[src/strided_gather_address_generator_defines.svh]
// Assertion macros shared by the strided gather address generator RTL.
`ifndef STRIDED_GATHER_ADDRESS_GENERATOR_DEFINES_SVH
`define STRIDED_GATHER_ADDRESS_GENERATOR_DEFINES_SVH

// Same-cycle implication, clocked on clk, off while arst_n is low.
`define SGAG_ASSERT_IMP(label, ante, cons) \
	label: assert property (@(posedge clk) disable iff (!arst_n) (ante) |-> (cons)) \
		else $error("sgag: same-cycle check failed");

// Next-cycle implication, clocked on clk, off while arst_n is low.
`define SGAG_ASSERT_NEXT(label, ante, cons) \
	label: assert property (@(posedge clk) disable iff (!arst_n) (ante) |=> (cons)) \
		else $error("sgag: next-cycle check failed");

`endif

[src/sgag_pkg.sv]
// Shared constants, types and helpers of the strided gather address generator.
package sgag_pkg;

	localparam int MAX_DIMS   = 4;
	localparam int ELEM_BYTES = 4;
	localparam int NDIM_REGS  = 4;
	localparam int FIRST_DIM  = NDIM_REGS - MAX_DIMS;
	localparam int ADDR_W     = 48;
	localparam int EXT_W      = 16;
	localparam int STR_W      = 16;
	localparam int CFG_W      = 16;
	localparam int NUM_CFG    = 2 * NDIM_REGS;
	localparam int CFG_IDX_W  = $clog2(NUM_CFG);
	localparam int DIM_IDX_W  = $clog2(NDIM_REGS);

	// register map: extents first, then strides, outermost dimension first
	localparam int CFG_EXTENT_BASE = 0;
	localparam int CFG_STRIDE_BASE = NDIM_REGS;

	typedef logic [ADDR_W-1:0]       addr_t;
	typedef logic [EXT_W-1:0]        ext_t;
	typedef logic signed [STR_W-1:0] stride_t;
	typedef logic [DIM_IDX_W-1:0]    dim_idx_t;

	typedef enum logic {
		CMD_START = 1'b0,
		CMD_NEXT  = 1'b1
	} cmd_t;

	typedef struct packed {
		logic  valid_res;
		addr_t src_addr;
		addr_t dst_addr;
		logic  last;
	} walk_res_t;

	// signed element stride to byte step, modulo 2^ADDR_W
	function automatic addr_t step_bytes(input stride_t s);
		addr_t sext;
		sext = ADDR_W'(s);
		return ADDR_W'(sext * ADDR_W'(ELEM_BYTES));
	endfunction

endpackage

[src/sgag_contig.sv]
// Contiguity check: are the strides the packed row-major strides of the extents.
module sgag_contig (
	input  sgag_pkg::ext_t    extent [sgag_pkg::NDIM_REGS],
	input  sgag_pkg::stride_t stride [sgag_pkg::NDIM_REGS],
	output logic              contiguous
);
	import sgag_pkg::*;

	localparam int PROD_W = 2 * EXT_W;

	logic [PROD_W-1:0] expected [NDIM_REGS];

	// Outermost packed stride is e3*e2*e1. When e1 != 1 the check on the
	// next dimension already demands stride_1 == e3*e2, so stride_1*e1 stands
	// in for it; a mismatch there clears the flag anyway. Keeps the products
	// to parallel 16x16 multipliers.
	always_comb begin
		expected[3] = PROD_W'(1);
		expected[2] = PROD_W'(extent[3]);
		expected[1] = PROD_W'(extent[3]) * PROD_W'(extent[2]);
		if (extent[1] == EXT_W'(1)) begin
			expected[0] = expected[1];
		end else begin
			expected[0] = PROD_W'(unsigned'(stride[1])) * PROD_W'(extent[1]);
		end
	end

	always_comb begin
		contiguous = 1'b1;
		for (int d = 0; d < NDIM_REGS; d++) begin
			if (d >= FIRST_DIM && extent[d] != EXT_W'(1)) begin
				if (stride[d][STR_W-1] ||
				    PROD_W'(unsigned'(stride[d])) != expected[d]) begin
					contiguous = 1'b0;
				end
			end
		end
	end

endmodule

[src/sgag_walk.sv]
// Walk state: index counters, per-dimension offsets, running destination.
module sgag_walk (
	input  logic                clk,
	input  logic                arst_n,
	input  logic                step,
	input  sgag_pkg::cmd_t      cmd,
	input  sgag_pkg::addr_t     src_base,
	input  sgag_pkg::addr_t     dst_base,
	input  sgag_pkg::ext_t      extent [sgag_pkg::NDIM_REGS],
	input  sgag_pkg::stride_t   stride [sgag_pkg::NDIM_REGS],
	output sgag_pkg::walk_res_t res,
	output logic                walk_active
);
	import sgag_pkg::*;

	ext_t  idx_q [NDIM_REGS];
	addr_t off_q [NDIM_REGS];
	addr_t dst_q;
	logic  active_q;

	ext_t  idx_d [NDIM_REGS];
	addr_t off_d [NDIM_REGS];
	addr_t dst_d;
	logic  active_d;

	addr_t               sum [NDIM_REGS];
	logic [NDIM_REGS-1:0] inc_ok;
	logic                any_zero;
	logic                found;
	dim_idx_t            carry_dim;
	addr_t               new_off;

	// per-dimension candidates, all in parallel
	always_comb begin
		any_zero = 1'b0;
		for (int d = 0; d < NDIM_REGS; d++) begin
			sum[d]    = off_q[d] + step_bytes(stride[d]);
			inc_ok[d] = ((EXT_W+1)'(idx_q[d]) + (EXT_W+1)'(1)) < (EXT_W+1)'(extent[d]);
			if (d >= FIRST_DIM && extent[d] == '0) begin
				any_zero = 1'b1;
			end
		end
	end

	// innermost dimension that can still count up
	always_comb begin
		found     = 1'b0;
		carry_dim = '0;
		for (int d = NDIM_REGS - 1; d >= FIRST_DIM; d--) begin
			if (!found && inc_ok[d]) begin
				found     = 1'b1;
				carry_dim = DIM_IDX_W'(d);
			end
		end
		new_off = sum[carry_dim];
	end

	always_comb begin
		idx_d    = idx_q;
		off_d    = off_q;
		dst_d    = dst_q;
		active_d = active_q;
		res      = '0;
		unique case (cmd)
			CMD_START: begin
				active_d = !any_zero;
				for (int d = 0; d < NDIM_REGS; d++) begin
					idx_d[d] = '0;
					off_d[d] = src_base;
				end
				dst_d = dst_base;
			end
			CMD_NEXT: begin
				if (active_q && !any_zero) begin
					res.valid_res = 1'b1;
					res.src_addr  = off_q[NDIM_REGS-1];
					res.dst_addr  = dst_q;
					if (!found) begin
						res.last = 1'b1;
						active_d = 1'b0;
					end else begin
						for (int d = 0; d < NDIM_REGS; d++) begin
							if (DIM_IDX_W'(d) == carry_dim) begin
								idx_d[d] = idx_q[d] + EXT_W'(1);
								off_d[d] = new_off;
							end else if (DIM_IDX_W'(d) > carry_dim) begin
								idx_d[d] = '0;
								off_d[d] = new_off;
							end
						end
						dst_d = dst_q + ADDR_W'(ELEM_BYTES);
					end
				end else begin
					active_d = 1'b0;
				end
			end
		endcase
	end

	always_ff @(posedge clk or negedge arst_n) begin
		if (!arst_n) begin
			active_q <= 1'b0;
		end else if (step) begin
			active_q <= active_d;
		end
	end

	// only read while a walk is active, and a start loads them all
	always_ff @(posedge clk) begin
		if (step) begin
			idx_q <= idx_d;
			off_q <= off_d;
			dst_q <= dst_d;
		end
	end

	assign walk_active = active_q;

endmodule

[src/strided_gather_address_generator.sv]
// Top level of the strided gather address generator.
//
//  channel  handshake            payload
//  -------  -------------------  ------------------------------------------------------
//  in       in_valid / in_stall  cmd, src_base, dst_base
//  out      out_valid/out_stall  valid_res, src_addr, dst_addr, last, already_contiguous
//  cfg      cfg_we               cfg_index, cfg_data (extent_0..3, stride_0..3)
//
// One request per cycle sustained while out_stall is low; a request passes the input
// register, then the result register, on its way to the output.
// The walk state turns over once per request, so the next-address add and the
// carry search across the four index counters set the path.
// arst_n resets the config registers to their defaults and empties both stages.
// in_stall rises only while the input stage is full and the result is stalled.
`include "strided_gather_address_generator_defines.svh"

module strided_gather_address_generator (
	input  logic                  clk,
	input  logic                  arst_n,
	// request channel
	input  logic                  in_valid,
	output logic                  in_stall,
	input  logic                  cmd,
	input  sgag_pkg::addr_t       src_base,
	input  sgag_pkg::addr_t       dst_base,
	// result channel
	output logic                  out_valid,
	input  logic                  out_stall,
	output logic                  valid_res,
	output sgag_pkg::addr_t       src_addr,
	output sgag_pkg::addr_t       dst_addr,
	output logic                  last,
	output logic                  already_contiguous,
	// config write port
	input  logic                  cfg_we,
	input  logic [sgag_pkg::CFG_IDX_W-1:0] cfg_index,
	input  logic [sgag_pkg::CFG_W-1:0]     cfg_data
);
	import sgag_pkg::*;

	// ---------------- config registers ----------------
	ext_t    extent_q [NDIM_REGS];
	stride_t stride_q [NDIM_REGS];

	always_ff @(posedge clk or negedge arst_n) begin
		if (!arst_n) begin
			for (int d = 0; d < NDIM_REGS; d++) begin
				extent_q[d] <= EXT_W'(1);
				// only the innermost stride defaults to one element
				stride_q[d] <= (d == NDIM_REGS - 1) ? STR_W'(1) : '0;
			end
		end else if (cfg_we) begin
			for (int d = 0; d < NDIM_REGS; d++) begin
				if (cfg_index == CFG_IDX_W'(CFG_EXTENT_BASE + d)) begin
					extent_q[d] <= ext_t'(cfg_data);
				end
				if (cfg_index == CFG_IDX_W'(CFG_STRIDE_BASE + d)) begin
					stride_q[d] <= stride_t'(cfg_data);
				end
			end
		end
	end

	// ---------------- input stage ----------------
	logic  valid_s1;
	cmd_t  cmd_s1;
	addr_t src_base_s1;
	addr_t dst_base_s1;
	logic  in_take;
	logic  adv;

	logic      out_valid_q;
	walk_res_t res_q;
	logic      contig_q;

	walk_res_t walk_res;
	logic      walk_active;
	logic      contig;

	// stage 1 moves on whenever the result register is empty or draining
	assign adv      = valid_s1 && (!out_valid_q || !out_stall);
	assign in_stall = valid_s1 && out_valid_q && out_stall;
	assign in_take  = in_valid && !in_stall;

	always_ff @(posedge clk or negedge arst_n) begin
		if (!arst_n) begin
			valid_s1 <= 1'b0;
		end else if (in_take) begin
			valid_s1 <= 1'b1;
		end else if (adv) begin
			valid_s1 <= 1'b0;
		end
	end

	always_ff @(posedge clk) begin
		if (in_take) begin
			cmd_s1      <= cmd_t'(cmd);
			src_base_s1 <= src_base;
			dst_base_s1 <= dst_base;
		end
	end

	// ---------------- walk and contiguity ----------------
	// the walk state updates in the same edge that loads the result register
	sgag_walk u_walk (
		.clk         (clk),
		.arst_n      (arst_n),
		.step        (adv),
		.cmd         (cmd_s1),
		.src_base    (src_base_s1),
		.dst_base    (dst_base_s1),
		.extent      (extent_q),
		.stride      (stride_q),
		.res         (walk_res),
		.walk_active (walk_active)
	);

	// flag comes from config alone and rides along with every result
	sgag_contig u_contig (
		.extent     (extent_q),
		.stride     (stride_q),
		.contiguous (contig)
	);

	// ---------------- result register ----------------
	always_ff @(posedge clk or negedge arst_n) begin
		if (!arst_n) begin
			out_valid_q <= 1'b0;
		end else if (adv) begin
			out_valid_q <= 1'b1;
		end else if (!out_stall) begin
			out_valid_q <= 1'b0;
		end
	end

	always_ff @(posedge clk) begin
		if (adv) begin
			res_q    <= walk_res;
			contig_q <= contig;
		end
	end

	assign out_valid          = out_valid_q;
	assign valid_res          = res_q.valid_res;
	assign src_addr           = res_q.src_addr;
	assign dst_addr           = res_q.dst_addr;
	assign last               = res_q.last;
	assign already_contiguous = contig_q;

	// ---------------- checks ----------------
	`SGAG_ASSERT_IMP(a_stall_only_when_blocked, in_stall, out_valid && out_stall)
	`SGAG_ASSERT_NEXT(a_start_result_empty, adv && (cmd_s1 == CMD_START), out_valid && !valid_res && !last)
	`SGAG_ASSERT_NEXT(a_last_ends_walk, adv && walk_res.last, !walk_active)
	`SGAG_ASSERT_IMP(a_invalid_no_addr, out_valid && !valid_res, !last && (src_addr == '0) && (dst_addr == '0))

endmodule
[config.mk]
export PLATFORM = sky130hd
export DESIGN_NAME = strided_gather_address_generator
export DESIGN_NICKNAME = d
export VERILOG_FILES = /design/src/sgag_pkg.sv /design/src/sgag_contig.sv /design/src/sgag_walk.sv /design/src/strided_gather_address_generator.sv
export VERILOG_INCLUDE_DIRS = /design/src /design/src/src
export SDC_FILE = /design/constraint.sdc
export NUM_CORES = 2
export LEC_CHECK = 0
export BUFFER_PORTS_ARGS = -buffer_cell sky130_fd_sc_hd__buf_2
export CAP_MARGIN = 15
export CORE_ASPECT_RATIO = 1.25
export CORE_UTILIZATION = 58
export DETAILED_ROUTE_END_ITERATION = 6
export PLACE_DENSITY = 0.84
export SYNTH_ARGS = -nofsm -noshare
export SYNTH_HDL_FRONTEND = slang
export SYNTH_SLANG_ARGS = --single-unit
[constraint.sdc]
create_clock -name clk -period 8 [get_ports clk]
set_input_delay 1.6 -clock clk [delete_from_list [all_inputs] [get_ports clk]]
set_output_delay 1.6 -clock clk [all_outputs]
set_load 0.1 [all_outputs]
### Word level (Yosys, flattened, before mapping)

Cells that the tools add are included.

| cells by class | value |
|---|---|
| add/subtract/negate cells | 13 |
| multipliers | 2 |
| magnitude comparators | 9 |
| eq/ne operators | 27 |
| mux-type cells | 58 |
| bitwise operators | 2 |
| reduce and logical (&&, ||, !) cells | 42 |

Operators with widths:

| kind | count |
|---|---|
| $mux W48 | 12 |
| $mux W192 | 2 |
| $pmux W192 S2 | 1 |
| $add A48 B48 Y48 | 4 |
| $mux W16 | 8 |
| $mux W64 | 2 |
| $pmux W64 S2 | 1 |
| $mux W98 | 1 |
| $bmux W48 S2 | 1 |
| $pmux W48 S2 | 1 |
| $ne A16 B1 Y1 const B | 5 |
| $add A16 B1 Y17 const B | 4 |
| $lt A17 B16 Y1 | 4 |
| $add A16 B1 Y16 const B | 4 |
| $logic_not A16 Y1 | 4 |
| $mul A16 B16 Y32 | 2 |
| $ne A16 B32 Y1 | 2 |
| $add A48 B3 Y48 const B | 1 |
| $mux W32 | 1 |
| $mux W1 | 23 |
| $reduce_and A2 Y1 | 10 |
| $eq A16 B1 Y1 const B | 1 |
| $ne A16 B16 Y1 | 1 |
| $reduce_and A4 Y1 | 4 |
| 22 further kinds | 54 |

| storage, ports and cells | value |
|---|---|
| bits in registers | 631 |
| logic and storage cells | 181 |

### Longest topological paths before layout

| logic depth | value |
|---|---|
| word-level depth | 21 |
| gate-level depth with buffers | 27 |
| depth with buffers taken out | 24 |

### Cells and area by module

Synthesis repeated with hierarchy kept, for this count alone.

| unflattened totals | value |
|---|---|
| cells, all modules | 5,455 |
| area, all modules | 54,765.0 um2 |

By module, submodules not included:

| module | instances | cells an instance | area an instance (um2) |
|---|---|---|---|
| sgag_walk | 1 | 2,800 | 25,469.4 |
| sgag_contig | 1 | 2,172 | 18,400.1 |
| strided_gather_address_generator | 1 | 483 | 10,895.4 |

### Least setup slack after synthesis

No wires, ideal clock.

| timing | value |
|---|---|
| path type | reg-to-reg |
| from | register stride_q[47] in the netlist's numbering |
| to | register contig_q (netlist: already_contiguous) (data pin) |
| library setup time | 0.146 ns |
| arrival time | 7.261 ns |
| setup slack | 0.593 ns |
| stages on the path, launching flop included | 25 |
| buffers on the path | 3 |
| period minus slack after synthesis | 7.407 ns |
| path through | dfrtp_1 > clkbuf_1 > clkbuf_1 > nand2_1 > fa_1 > fa_1 > inv_1 > fa_1 > inv_1 > fa_1 > fa_1 > fa_1 > inv_1 > ha_1 > clkbuf_2 > nand4_1 > or4_4 > o21ai_2 > a211oi_1 > or3_1 > a41o_1 > or4_1 > nor2_1 > o2111ai_1 > a21oi_1 |

| on the way | value |
|---|---|
| word-level cells in the longest chain between the ends | 12 |
| elaborated cells on any way between the ends | 14 |
| those cells by class | mul (1); eq/ne (2); mux (9); reduce/logical (2) |

Ends and longest elaborated chain:

| element | line | text |
|---|---|---|
| start, declared | strided_gather_address_generator.sv:43 | `stride_t stride_q [NDIM_REGS];` |
| start signal, assigned by index | strided_gather_address_generator.sv:50 | `stride_q[d] <= (d == NDIM_REGS - 1) ? STR_W'(1) : '0;` |
| start signal, assigned by index | strided_gather_address_generator.sv:58 | `stride_q[d] <= stride_t'(cfg_data);` |
| $mul A16 B16 Y32 | sgag_contig.sv:24 | `expected[0] = PROD_W'(unsigned'(stride[1])) * PROD_W'(extent[1]);` |
| $mux W32 | sgag_contig.sv:21 | `if (extent[1] == EXT_W'(1)) begin` |
| $ne A16 B32 Y1 | sgag_contig.sv:33 | `PROD_W'(unsigned'(stride[d])) != expected[d]) begin` |
| $logic_or A1 B1 Y1 | sgag_contig.sv:32 | `if (stride[d][STR_W-1] \|\|` |
| $mux W1 | sgag_contig.sv:32 |  |
| $mux W1 | sgag_contig.sv:31 | `if (d >= FIRST_DIM && extent[d] != EXT_W'(1)) begin` |
| $mux W1 | sgag_contig.sv:32 |  |
| $mux W1 (*) | sgag_contig.sv:31 |  |
| $mux W1 | sgag_contig.sv:32 |  |
| $mux W1 (*) | sgag_contig.sv:31 |  |
| $mux W1 | sgag_contig.sv:32 |  |
| $mux W1 (*) | sgag_contig.sv:31 |  |
| via contig | strided_gather_address_generator.sv:78 | `logic contig;` |
| end signal, assigned | strided_gather_address_generator.sv:139 | `contig_q <= contig;` |
| end, declared | strided_gather_address_generator.sv:74 | `logic contig_q;` |

The timed path passes the listed nets; every way through them passes the cells marked *.
A chain may end at the register's enable or synchronous reset.

### Worst setup path after layout

| timing | value |
|---|---|
| from | register extent_q[6] in the netlist's numbering |
| to | register contig_q (netlist: already_contiguous) (data pin) |

| on the way | value |
|---|---|
| word-level cells in the longest chain between the ends | 12 |
| elaborated cells on any way between the ends | 17 |
| those cells by class | mul (1); eq/ne (4); mux (9); reduce/logical (3) |

Ends and longest elaborated chain:

| element | line | text |
|---|---|---|
| start, declared | strided_gather_address_generator.sv:42 | `ext_t extent_q [NDIM_REGS];` |
| start signal, assigned by index | strided_gather_address_generator.sv:55 | `extent_q[d] <= ext_t'(cfg_data);` |
| $mul A16 B16 Y32 | sgag_contig.sv:20 | `expected[1] = PROD_W'(extent[3]) * PROD_W'(extent[2]);` |
| $mux W32 | sgag_contig.sv:21 |  |
| $ne A16 B32 Y1 | sgag_contig.sv:33 |  |
| $logic_or A1 B1 Y1 | sgag_contig.sv:32 |  |
| $mux W1 | sgag_contig.sv:32 |  |
| $mux W1 | sgag_contig.sv:31 |  |
| $mux W1 | sgag_contig.sv:32 |  |
| $mux W1 | sgag_contig.sv:31 |  |
| $mux W1 | sgag_contig.sv:32 |  |
| $mux W1 | sgag_contig.sv:31 |  |
| $mux W1 | sgag_contig.sv:32 |  |
| $mux W1 (*) | sgag_contig.sv:31 |  |
| via contig | strided_gather_address_generator.sv:78 |  |

Marked as above.

==> metrics.yaml <==
synth_fp_nets: 6534
ioPinCount: 222
fin_crit_ns: 7.72
die_h_um: 344
slowest_delay_ns: 0.73
die_w_um: 276
cts_max_path_buffers: 3
violations: "DRC"
relSlewSlack_pct: 18.3
ys_top_cells_by_area: "edfxtp_1, fa_1, ha_1, dfrtp_1, nand2_1"
fin_hold_ws_ns: 0.495
hold_buffers: 0
htreeDepth: 2
routabilityCongestion: 0.998
cts_made_buffers: 61
yosysWarnings: 0
drv_cap: 0
fin_util_pct: 63.1
min-delay-path-class: "register to register"
rsz0062_at_grt: "no"
worst-path-max-fanout: 11
dp_hpwl_um: 121000
highest_layer: "met5"
wl_met1_um: 57300
grt_pass1_wl_um: 242000
synthFlopType: "edfxtp_1"
arrival_ns: 8.23
viasPerCell: 6.28
finalSetupViolCount: 0
dp_slack_ns: 0.251
finalNetCount: 6623
async_flop_share_pct: 20.8
seq_area_frac_synth_pct: 33.7
clkLatencyLatePin_ns: 0.67
wl_met2_um: 76400
max_freq_mhz: 130
ys_types: 87
setup_slack_ns: 0.284
grt_max_degree: 104
final_max_slew_viol_count: 0
drt-initial-drc-count: 4154
wl_per_cell_um: 22.9
cp.required_ns: 8.51
vias: 43400
crit_path_frequent_cell: "fa_1"
startpoint: "extent_q[6]"
area_growth_pct: 7.88
critPathCaptureType: "register"
finalClockSkew_ns: 0.0381
holdPathStages: 1
grt_pass1_vias: 43100
finalCritPeriodShare_pct: 96.5
r2r_cells: 20
track_usage_pct: 33.2
cts_sinks: 631
critPathKind: "register to register"
synth_top_area_share_pct: 27.7
port_buffers: 221
dr_wl_met3_um: 13900
status: "finished, violations left"
antenna_found_initial: 11
hold_violations: 0
crit_chain: "buf_4 -> nand2_1 -> fa_1 -> fa_1 -> fa_1 -> fa_1 -> fa_1 -> fa_1 -> inv_1 -> ha_1 -> and3_1 -> nand2_1 -> a211oi_1 -> nor2b_1 -> xnor2_1 -> o21ai_0 -> xnor2_1 -> a2111oi_0 -> o2111ai_1 -> a21oi_1"
finalSetupTns_ns: 0
netlist_instances: 5568
final_antenna_net_count: 0
syn_area_um2: 54300
overflow: 0
synth_top_area_cell: "edfxtp_1"
cts_setup_buffers: 0
clk_pin_slew_ns: 0.07
min-delay-start: "valid_s1"
wirelength_um: 158000
synth_edf_count: 500
layout-drive-gt1-share_pct: 9.01
cts_tree: "yes"
worstReg2RegStart: "extent_q[6]"
num_rows: 125
core_um2: 92900
critPathSlowestCell: "dfrtp_1"
dr.pass1.iters: 7
start_kind: "register"
start_util_pct: 58.4
synth-seq-cells: 631
die_area_um2: 94900
tightest_slew_ns: 1.22
synth.avg_cell_area_um2: 9.75
cts-root-buf: "clkbuf_16"
drc: 1
## sequential cells by signal, summed over array words and instances (netlist names), 48 cells and up
register      cells
src_addr         48
src_base_s1      48
dst_base_s1      48
u_walk.idx_q     64
dst_addr         48
extent_q         64
stride_q         64
u_walk.off_q    192
u_walk.dst_q     48
## area by class of cell
| class | count | area (um^2) |
|---|---|---|
| Timing Repair Buffer | 292 | 1650 |
| Inverter | 510 | 1920 |
| Sequential cell | 631 | 18300 |
| Clock inverter | 32 | 362 |
| Tap cell | 1206 | 1510 |
| Antenna cell | 9 | 22.5 |
| Fill cell | 7353 | 34300 |
| Clock buffer | 80 | 1640 |
| Multi-Input combinational cell | 4161 | 33200 |
## synthesized netlist by cell type, types with 141 or more instances
cell and number:
a21oi_1 341, and2_1 198, clkbuf_1 243, edfxtp_1 500, fa_1 392, ha_1 453, inv_1 500, nand2_1 652
nor2_1 375, o21ai_0 233, xnor2_1 199, xor2_1 141
## through the flow
step | instances | cell area, um^2
after global placement | 6799 | 56500
after CTS | 6911 | 58500
after global routing | 6917 | 58600
final | 6921 | 58600
after detailed placement | 6799 | 56500
after floorplan | 5568 | 54300
## what timing repair did
action | 4_1_cts | 5_1_grt
endpoints found under the hold margin | 0 | 0
gates resized for setup | 0 | 3
setup endpoints to repair | 0 | 1
## path summary, 6_finish.rpt
path	end	slack, ns
max in group asynchronous	stride_q[47]	5.57
worst min register to register	out_valid	0.49
worst max-delay path	already_contiguous	0.28
worst min-delay path	out_valid	0.49
min in group asynchronous	extent_q[23]	0.92
worst max register to register	already_contiguous	0.28
## critical path: cells and delay by family (launching register included)
kind	cells	cell delay, ns
AO/OA/AOI/OAI	5	1.79
XOR/XNOR	2	0.61
adder cells (fa/ha/maj)	7	3.55
buffers and inverters	2	0.34
flip-flops	1	0.73
AND/OR/NAND/NOR	4	0.54
## layer usage
layer  global-route usage (%)  up-vias
met2                     55.8     2177
met4                     19.3        6
met3                     6.54      572
met1                     39.4    21100
li1                         -    19600
met5                        0        -
## layout by cell type, fill, tap and decap left out, types with 122 or more instances in the layout
master and instances:
xnor2_1 199, nand2_1 652, edfxtp_1 500, inv_1 499, fa_1 392, nor2_1 373, o21ai_0 233, ha_1 453
and2_1 196, a21oi_1 339, and3_1 126, dfrtp_1 122, xor2_1 141, buf_2 220
## logic make-up after synthesis
family | after synthesis | share of synthesized area [%]
DFF | 631 | 33.7
adders and majority gates | 845 | 24.9
and+or+nand+nor | 1778 | 15.6
xor gates and xnor gates | 340 | 5.48
muxes | 101 | 2.06
buffers and inverters | 776 | 5.38
AOI/OAI and AO/OA | 1097 | 12.9
Power is left out: the tool's default activity adds up to more than one toggle a clock period on the data nets, which glitch-free logic cannot reach.
